--- config.mk ---
export PLATFORM = sky130hd
export DESIGN_NAME = char_lcd_text_stream_nibbler_flat
export DESIGN_NICKNAME = d
export VERILOG_FILES = /design/src/hw/rtl/clcd_pkg.sv /design/src/hw/rtl/clcd_req_if.sv /design/src/hw/rtl/clcd_xfer_if.sv /design/src/hw/rtl/char_lcd_text_stream_nibbler.sv /design/src/flat_wrapper.sv
export SDC_FILE = /design/constraint.sdc
export NUM_CORES = 1
export LEC_CHECK = 0
export ABC_AREA = 1
export BUFFER_PORTS_ARGS = -buffer_cell sky130_fd_sc_hd__buf_2
export CORE_UTILIZATION = 30
export CTS_CLUSTER_SIZE = 10
export DETAILED_ROUTE_END_ITERATION = 6
export GPL_TIMING_DRIVEN = 0
export PLACE_DENSITY = 0.6
export SYNTH_ARGS = -nofsm -noshare
export SYNTH_HDL_FRONTEND = slang
export SYNTH_SLANG_ARGS = --single-unit
--- constraint.sdc ---
create_clock -name clk -period 2.65 [get_ports clk]
set_input_delay 0.265 -clock clk [delete_from_list [all_inputs] [get_ports clk]]
set_output_delay 0.265 -clock clk [all_outputs]
set_load 0.01 [all_outputs]
--- src/hw/rtl/clcd_pkg.sv ---
// shared types, constants and helpers for the character-lcd text stream nibbler
package clcd_pkg;

    // display geometry
    localparam int COLUMNS = 16;
    localparam int ROWS    = 2;

    // cursor widths
    localparam int COL_W = 6;
    localparam int ROW_W = 2;

    // up to two bytes, two nibbles each, per request
    localparam int NIB_MAX = 4;
    localparam int CNT_W   = 3;

    // request opcodes
    typedef enum logic [1:0] {
        OP_TEXT = 2'd0,
        OP_GOTO = 2'd1,
        OP_DATA = 2'd2,
        OP_CMD  = 2'd3
    } op_t;

    // register-select codes
    localparam logic RS_CMD  = 1'b0;
    localparam logic RS_DATA = 1'b1;

    // special characters and command bits
    localparam logic [7:0] CH_NUL      = 8'h00;
    localparam logic [7:0] CH_NEWLINE  = 8'h0A;
    localparam logic [7:0] CH_RETURN   = 8'h0D;
    localparam logic [7:0] CMD_SET_ADR = 8'h80;

    // one nibble transfer on the display bus
    typedef struct packed {
        logic       rs;
        logic [3:0] nib;
    } nib_ent_t;

    typedef nib_ent_t [NIB_MAX-1:0] nib_buf_t;

    // start address of each display row
    function automatic logic [7:0] row_base(input logic [ROW_W-1:0] row);
        logic [7:0] base;
        begin
            case (row)
                2'd0:    base = 8'h00;
                2'd1:    base = 8'h40;
                2'd2:    base = 8'h14;
                2'd3:    base = 8'h54;
                default: base = 8'h00;
            endcase
            return base;
        end
    endfunction

    // set-address command for a cursor position, address taken mod 256
    function automatic logic [7:0] set_adr(input logic [COL_W-1:0] col,
                                           input logic [ROW_W-1:0] row);
        logic [7:0] sum;
        begin
            sum = 8'({2'b00, col}) + row_base(row);
            return CMD_SET_ADR | sum;
        end
    endfunction

endpackage

--- src/hw/rtl/clcd_req_if.sv ---
// request channel: text characters, positioning and raw bytes
interface clcd_req_if;
    logic       valid;
    logic       ready;
    logic [1:0] op;
    logic [7:0] byte_value;
    logic [5:0] target_col;
    logic [2:0] target_row;

    modport source (output valid, op, byte_value, target_col, target_row, input ready);
    modport sink   (input valid, op, byte_value, target_col, target_row, output ready);
endinterface

--- src/hw/rtl/clcd_xfer_if.sv ---
// nibble transfer channel toward the display bus
interface clcd_xfer_if;
    logic       valid;
    logic       ready;
    logic       reg_select;
    logic [3:0] nibble;
    logic       last;

    modport source (output valid, reg_select, nibble, last, input ready);
    modport sink   (input valid, reg_select, nibble, last, output ready);
endinterface

--- src/hw/rtl/char_lcd_text_stream_nibbler.sv ---
// top level: turns text and positioning requests into 4-bit lcd nibble transfers
//
//  channel | dir | payload                                  | handshake
//  --------+-----+------------------------------------------+-------------
//  req     | in  | op, byte_value, target_col, target_row   | valid/ready
//  xfer    | out | reg_select, nibble, last                 | valid/ready
//
// a request yields 0, 2 or 4 nibble transfers, one per cycle on the output
// register while xfer is ready.
// the cursor is updated in the cycle the request is taken; one pending slot
// behind the output buffer lets the next request in while nibbles still drain.
// reset clears the cursor to column 0, row 0 and empties both buffers.
// a stall on xfer holds the current nibble; req stalls only when the slot is full.
module char_lcd_text_stream_nibbler (
    input  logic              clk,
    input  logic              rst_n,
    clcd_req_if.sink          req,
    clcd_xfer_if.source       xfer
);
    import clcd_pkg::*;

    logic [COL_W-1:0] col_reg, col_next;
    logic [ROW_W-1:0] row_reg, row_next;

    nib_buf_t         act_buf_reg, act_buf_next;
    logic [CNT_W-1:0] act_cnt_reg, act_cnt_next;
    nib_buf_t         pend_buf_reg, pend_buf_next;
    logic [CNT_W-1:0] pend_cnt_reg, pend_cnt_next;
    logic             pend_vld_reg, pend_vld_next;

    logic             fire_in;
    logic             fire_out;
    logic             act_free;

    // decoded request
    op_t              op;
    logic             wrap;
    logic [COL_W-1:0] col0;
    logic [ROW_W-1:0] row0;
    logic [ROW_W-1:0] row_nl;
    logic [ROW_W-1:0] row_go;
    logic             rs_a, rs_b;
    logic [7:0]       byte_a, byte_b;
    logic             two_bytes;
    logic             no_result;
    logic [COL_W-1:0] new_col;
    logic [ROW_W-1:0] new_row;
    nib_buf_t         new_buf;
    logic [CNT_W-1:0] new_cnt;

    assign op       = op_t'(req.op);
    assign fire_in  = req.valid && req.ready;
    assign fire_out = xfer.valid && xfer.ready;
    assign act_free = (act_cnt_reg == '0) ||
                      ((act_cnt_reg == CNT_W'(1)) && fire_out);

    assign req.ready       = !pend_vld_reg;
    assign xfer.valid      = (act_cnt_reg != '0);
    assign xfer.reg_select = act_buf_reg[0].rs;
    assign xfer.nibble     = act_buf_reg[0].nib;
    assign xfer.last       = (act_cnt_reg == CNT_W'(1));

    // cursor after an optional home wrap
    always_comb
    begin
        wrap   = (col_reg >= COL_W'(COLUMNS));
        col0   = wrap ? '0 : col_reg;
        row0   = wrap ? '0 : row_reg;
        row_nl = (({1'b0, row0} + 3'd1) >= 3'(ROWS)) ? '0 : (row0 + ROW_W'(1));
        row_go = (req.target_row >= 3'(ROWS)) ? '0 : req.target_row[ROW_W-1:0];
    end

    // bytes to send and the new cursor
    always_comb
    begin
        no_result = 1'b0;
        two_bytes = 1'b0;
        rs_a      = RS_CMD;
        byte_a    = req.byte_value;
        rs_b      = RS_CMD;
        byte_b    = req.byte_value;
        new_col   = col_reg;
        new_row   = row_reg;
        case (op)
            OP_TEXT:
            begin
                if (req.byte_value == CH_NUL)
                begin
                    no_result = 1'b1;
                end
                else
                begin
                    // home wrap goes first, the main byte second
                    two_bytes = wrap;
                    rs_a      = RS_CMD;
                    byte_a    = CMD_SET_ADR;
                    new_col   = col0;
                    new_row   = row0;
                    if (req.byte_value == CH_NEWLINE)
                    begin
                        rs_b    = RS_CMD;
                        byte_b  = set_adr(col0, row_nl);
                        new_row = row_nl;
                    end
                    else if (req.byte_value == CH_RETURN)
                    begin
                        rs_b    = RS_CMD;
                        byte_b  = set_adr('0, row0);
                        new_col = '0;
                    end
                    else
                    begin
                        rs_b    = RS_DATA;
                        byte_b  = req.byte_value;
                        new_col = col0 + COL_W'(1);
                    end
                    if (!wrap)
                    begin
                        rs_a   = rs_b;
                        byte_a = byte_b;
                    end
                end
            end
            OP_GOTO:
            begin
                rs_a    = RS_CMD;
                byte_a  = set_adr(req.target_col, row_go);
                new_col = req.target_col;
                new_row = row_go;
            end
            OP_DATA:
            begin
                rs_a = RS_DATA;
            end
            default:
            begin
                rs_a = RS_CMD;
            end
        endcase

        new_buf[0] = '{rs: rs_a, nib: byte_a[7:4]};
        new_buf[1] = '{rs: rs_a, nib: byte_a[3:0]};
        new_buf[2] = '{rs: rs_b, nib: byte_b[7:4]};
        new_buf[3] = '{rs: rs_b, nib: byte_b[3:0]};
        if (no_result)
            new_cnt = '0;
        else if (two_bytes)
            new_cnt = CNT_W'(NIB_MAX);
        else
            new_cnt = CNT_W'(2);
    end

    // output buffer, pending slot and cursor
    always_comb
    begin
        col_next      = col_reg;
        row_next      = row_reg;
        act_buf_next  = act_buf_reg;
        act_cnt_next  = act_cnt_reg;
        pend_buf_next = pend_buf_reg;
        pend_cnt_next = pend_cnt_reg;
        pend_vld_next = pend_vld_reg;

        if (fire_in)
        begin
            col_next = new_col;
            row_next = new_row;
        end

        if (fire_out)
        begin
            for (int i = 0; i < NIB_MAX - 1; i++)
                act_buf_next[i] = act_buf_reg[i+1];
            act_cnt_next = act_cnt_reg - CNT_W'(1);
        end

        if (act_free)
        begin
            if (pend_vld_reg)
            begin
                act_buf_next  = pend_buf_reg;
                act_cnt_next  = pend_cnt_reg;
                pend_vld_next = fire_in && !no_result;
                pend_buf_next = new_buf;
                pend_cnt_next = new_cnt;
            end
            else if (fire_in && !no_result)
            begin
                act_buf_next = new_buf;
                act_cnt_next = new_cnt;
            end
        end
        else if (fire_in && !no_result)
        begin
            pend_vld_next = 1'b1;
            pend_buf_next = new_buf;
            pend_cnt_next = new_cnt;
        end
    end

    // control state
    always_ff @(posedge clk or negedge rst_n)
    begin
        if (!rst_n)
        begin
            col_reg      <= '0;
            row_reg      <= '0;
            act_cnt_reg  <= '0;
            pend_vld_reg <= 1'b0;
        end
        else
        begin
            col_reg      <= col_next;
            row_reg      <= row_next;
            act_cnt_reg  <= act_cnt_next;
            pend_vld_reg <= pend_vld_next;
        end
    end

    // payload
    always_ff @(posedge clk)
    begin
        act_buf_reg  <= act_buf_next;
        pend_buf_reg <= pend_buf_next;
        pend_cnt_reg <= pend_cnt_next;
    end

endmodule

--- src/flat_wrapper.sv ---
// flat-port wrapper written by rule: the top's interface ports become plain ports
module char_lcd_text_stream_nibbler_flat import clcd_pkg::*;
  (clk, rst_n, req_valid, req_op, req_byte_value, req_target_col, req_target_row, req_ready, xfer_valid, xfer_reg_select, xfer_nibble, xfer_last, xfer_ready);
  clcd_req_if req_i ();
  clcd_xfer_if xfer_i ();
  input  logic clk;
  input  logic rst_n;
  input wire logic [$bits(req_i.valid)-1:0] req_valid;
  input wire logic [$bits(req_i.op)-1:0] req_op;
  input wire logic [$bits(req_i.byte_value)-1:0] req_byte_value;
  input wire logic [$bits(req_i.target_col)-1:0] req_target_col;
  input wire logic [$bits(req_i.target_row)-1:0] req_target_row;
  output wire logic [$bits(req_i.ready)-1:0] req_ready;
  output wire logic [$bits(xfer_i.valid)-1:0] xfer_valid;
  output wire logic [$bits(xfer_i.reg_select)-1:0] xfer_reg_select;
  output wire logic [$bits(xfer_i.nibble)-1:0] xfer_nibble;
  output wire logic [$bits(xfer_i.last)-1:0] xfer_last;
  input wire logic [$bits(xfer_i.ready)-1:0] xfer_ready;
  assign req_i.valid = req_valid;
  assign req_i.op = req_op;
  assign req_i.byte_value = req_byte_value;
  assign req_i.target_col = req_target_col;
  assign req_i.target_row = req_target_row;
  assign req_ready = req_i.ready;
  assign xfer_valid = xfer_i.valid;
  assign xfer_reg_select = xfer_i.reg_select;
  assign xfer_nibble = xfer_i.nibble;
  assign xfer_last = xfer_i.last;
  assign xfer_i.ready = xfer_ready;
  char_lcd_text_stream_nibbler u_core (.clk(clk), .rst_n(rst_n), .req(req_i), .xfer(xfer_i));
endmodule
==> flow_summary.yaml <==
final_layout:
  largest_register_ffs: 18
  drive_gt1_frac: 0.192
  nNetsFinal: 443
  final_core_util: 0.355
  num-fill-cells: 1066
  diodes: 0
  final_common_cell: "nand2_1"
  stdcell_count: 545
  final_cell_mix: "nand2_1, inv_1, buf_2, o21ai_0, edfxtp_1"
  syn_to_final_growth_pct: 15.2
critical_path:
  start_kind: "register"
  worstPathMaxFanout: 18
  crit_buf_inv: 5
  critical-path-top-delay-family: "simple AND/OR/NAND/NOR gates"
  end_kind: "register"
  critPathMaxStageDelay_ns: 0.42
  crit_slowest_cell: "nor2_2"
  crit_required_ns: 2.68
  worstPathArrival_ns: 2.45
  crit_top_cell: "inv_1"
  crit_chain: "inv_1 > ha_1 > inv_1 > nor2_1 > nand2_1 > nand2_4 > inv_1 > nor2_2 > inv_1 > o21ai_2 > buf_8"
  criticalPathCategory: "reg2reg"
synthesis:
  synth_top_area_frac: 0.251
  yosysUniqueCellTypes: 35
  yosys.area.top_type: "edfxtp_1"
  ys_seq_area_frac: 0.451
  synth_area_per_cell_um2: 8.05
  synth-edff-count: 25
  yosys_warnings: 0
  synth-main-ff-cell: "edfxtp_1"
  synth.area.top_cells: "edfxtp_1, nand2_1, dfrtp_1"
  syn_area_mm2: 0.00300
  synth-seq-cells: 52
  synthCells: 372
  synthArstFlopShare: 0.231
detailed_routing:
  drt-initial-drc-count: 122
  wl_met2_um: 3350
  route.top_layer_used: "met4"
  drc: 0
  drt-met1-wl_um: 3770
  drt-wirelength-per-cell_um: 14.0
  routed_via_density: 4.79
  first_pass_iters: 4
  met3WireLength_um: 447
  ant_nets: 0
  routed_wl_um: 7630
  num_vias: 2611
clock_network:
  postCtsSetupBuffers: 0
  cts_buffers: 5
  cts_tree: "done"
  cts.sinks: 52
  clk_latency_ns: 0.32
  cts_max_level: 2
  cts-root-buf: "clkbuf_8"
  clkTransAtPathRegs_ns: 0.10
  clockBufferDepth: 2
floorplan:
  rows: 36
  ios: 31
  core-area_mm2: 0.00973
  die_w_um: 102
  die_area_mm2: 0.0104
  start_util: 0.308
  die_h_um: 102
global_routing:
  grt_pass1_wl_um: 12500
  grt-ovfl-total: 0
  grt_pass1_vias: 2444
  globalRouteTotalUtil: 0.160
  grt_max_degree: 19
  antenna_found_initial: 0
power:
  ir_worst_vdd_mv: 0.326
  powerDensity_mw_per_mm2: 1020
  p_leak_nw: 1.57
run:
  cap_violations: 0
placement:
  port_buffers: 29
  dp_cells: 536
  place_congestion: 0.937
  dp_hpwl_um: 5770
timing:
  report.final.hold_viol_count: 0
  tightest_slew_ns: 0.508
  finalMaxSlewViolations: 0
  rsz0062_at_grt: "no"
  finClkSkew_ns: 0.00505
  relSlewSlack: 0.661
  fin_crit_ns: 2.42
  max_clock_freq_mhz: 414
  setup_viol: 0
  fin_crit_sh: 0.912
hold_path:
  hp-class: "in2reg"
run_status:
  outcome: "finished clean"
[cells in the mapped netlist, types with 4 or more instances]
cell / count
a22oi_1: 6
o21ai_0: 34
dfxtp_1: 15
nand2_2: 6
o211ai_1: 13
nand2_1: 103
nor2_2: 4
nand4_1: 4
edfxtp_1: 25
buf_4: 6
a21oi_1: 10
dfrtp_1: 12
mux2_2: 5
nor2_1: 20
buf_2: 4
inv_1: 40
nand3_1: 22
ha_1: 9
inv_2: 8
[area by class of cell]
class                      instances  area (um2)  area share
clock inverter                     2        38.8      0.0112
sequential                        52        1350       0.392
tap                              133         166      0.0482
inverter                          48         180      0.0522
clock buffer                       6        72.6      0.0210
timing repair buffer              31         170      0.0493
buffer                            15        98.8      0.0286
multi-input combinational        258        1370       0.398
[logic make-up after synthesis]
logic type | after synthesis | share of synthesized area
fa+ha+maj | 9 | 0.0376
other cells | 1 | 0.00125
mux | 5 | 0.0188
buf+inv | 63 | 0.0931
flops | 52 | 0.451
xor+xnor | 4 | 0.0117
compound gates | 72 | 0.143
simple gates | 166 | 0.244
[routing by layer]
metal | track usage | vias to the layer above
met2 | 0.256 | 75
met3 | 0.0274 | 10
met1 | 0.223 | 1225
li1 | - | 1301
met5 | 0 | -
met4 | 0.0407 | 0
[stage by stage]
stage                     power [mW]  setup WS (ns)  hold slack [ns]  setup TNS [ns]  cell area [um2]
after floorplan                 2.51          0.106          -0.0306               0             3000
after global placement          2.90         -0.447            0.180           -8.93             3310
after detailed placement        2.98          0.213            0.184               0             3330
after CTS                       3.56          0.187            0.250               0             3450
after global routing            3.82         0.0158            0.241               0             3450
final                           3.53          0.233            0.247               0             3450
[report_power, final]
group	leakage [nW]	internal, mW	switching, mW
registers	0.515	1.27	0.138
logic	0.996	0.589	0.963
clock network	0.0558	0.286	0.290
[repair_timing]
action / in CTS / in global routing
gates resized for setup: 0 / 0
hold endpoints to repair: 12 / 0
hold buffers: 1 / 0
[final timing paths]
kind | from | endpoint | slack (ns) | depth (start not counted)
min reg2reg | u_core.pend_buf_reg[12] | u_core.act_buf_reg[12] | 0.47 | 2
min | req_byte_value[5] | u_core.pend_buf_reg[11] | 0.25 | 2
min in group asynchronous | rst_n | u_core.col_reg[5] | 0.36 | 2
max in group asynchronous | rst_n | u_core.act_cnt_reg[1] | 2.03 | 2
max reg2reg | u_core.act_cnt_reg[1] | u_core.pend_buf_reg[3] | 0.23 | 11
max | u_core.act_cnt_reg[1] | u_core.pend_buf_reg[3] | 0.23 | 11
Note: power is estimated with default switching activity, not from simulation.
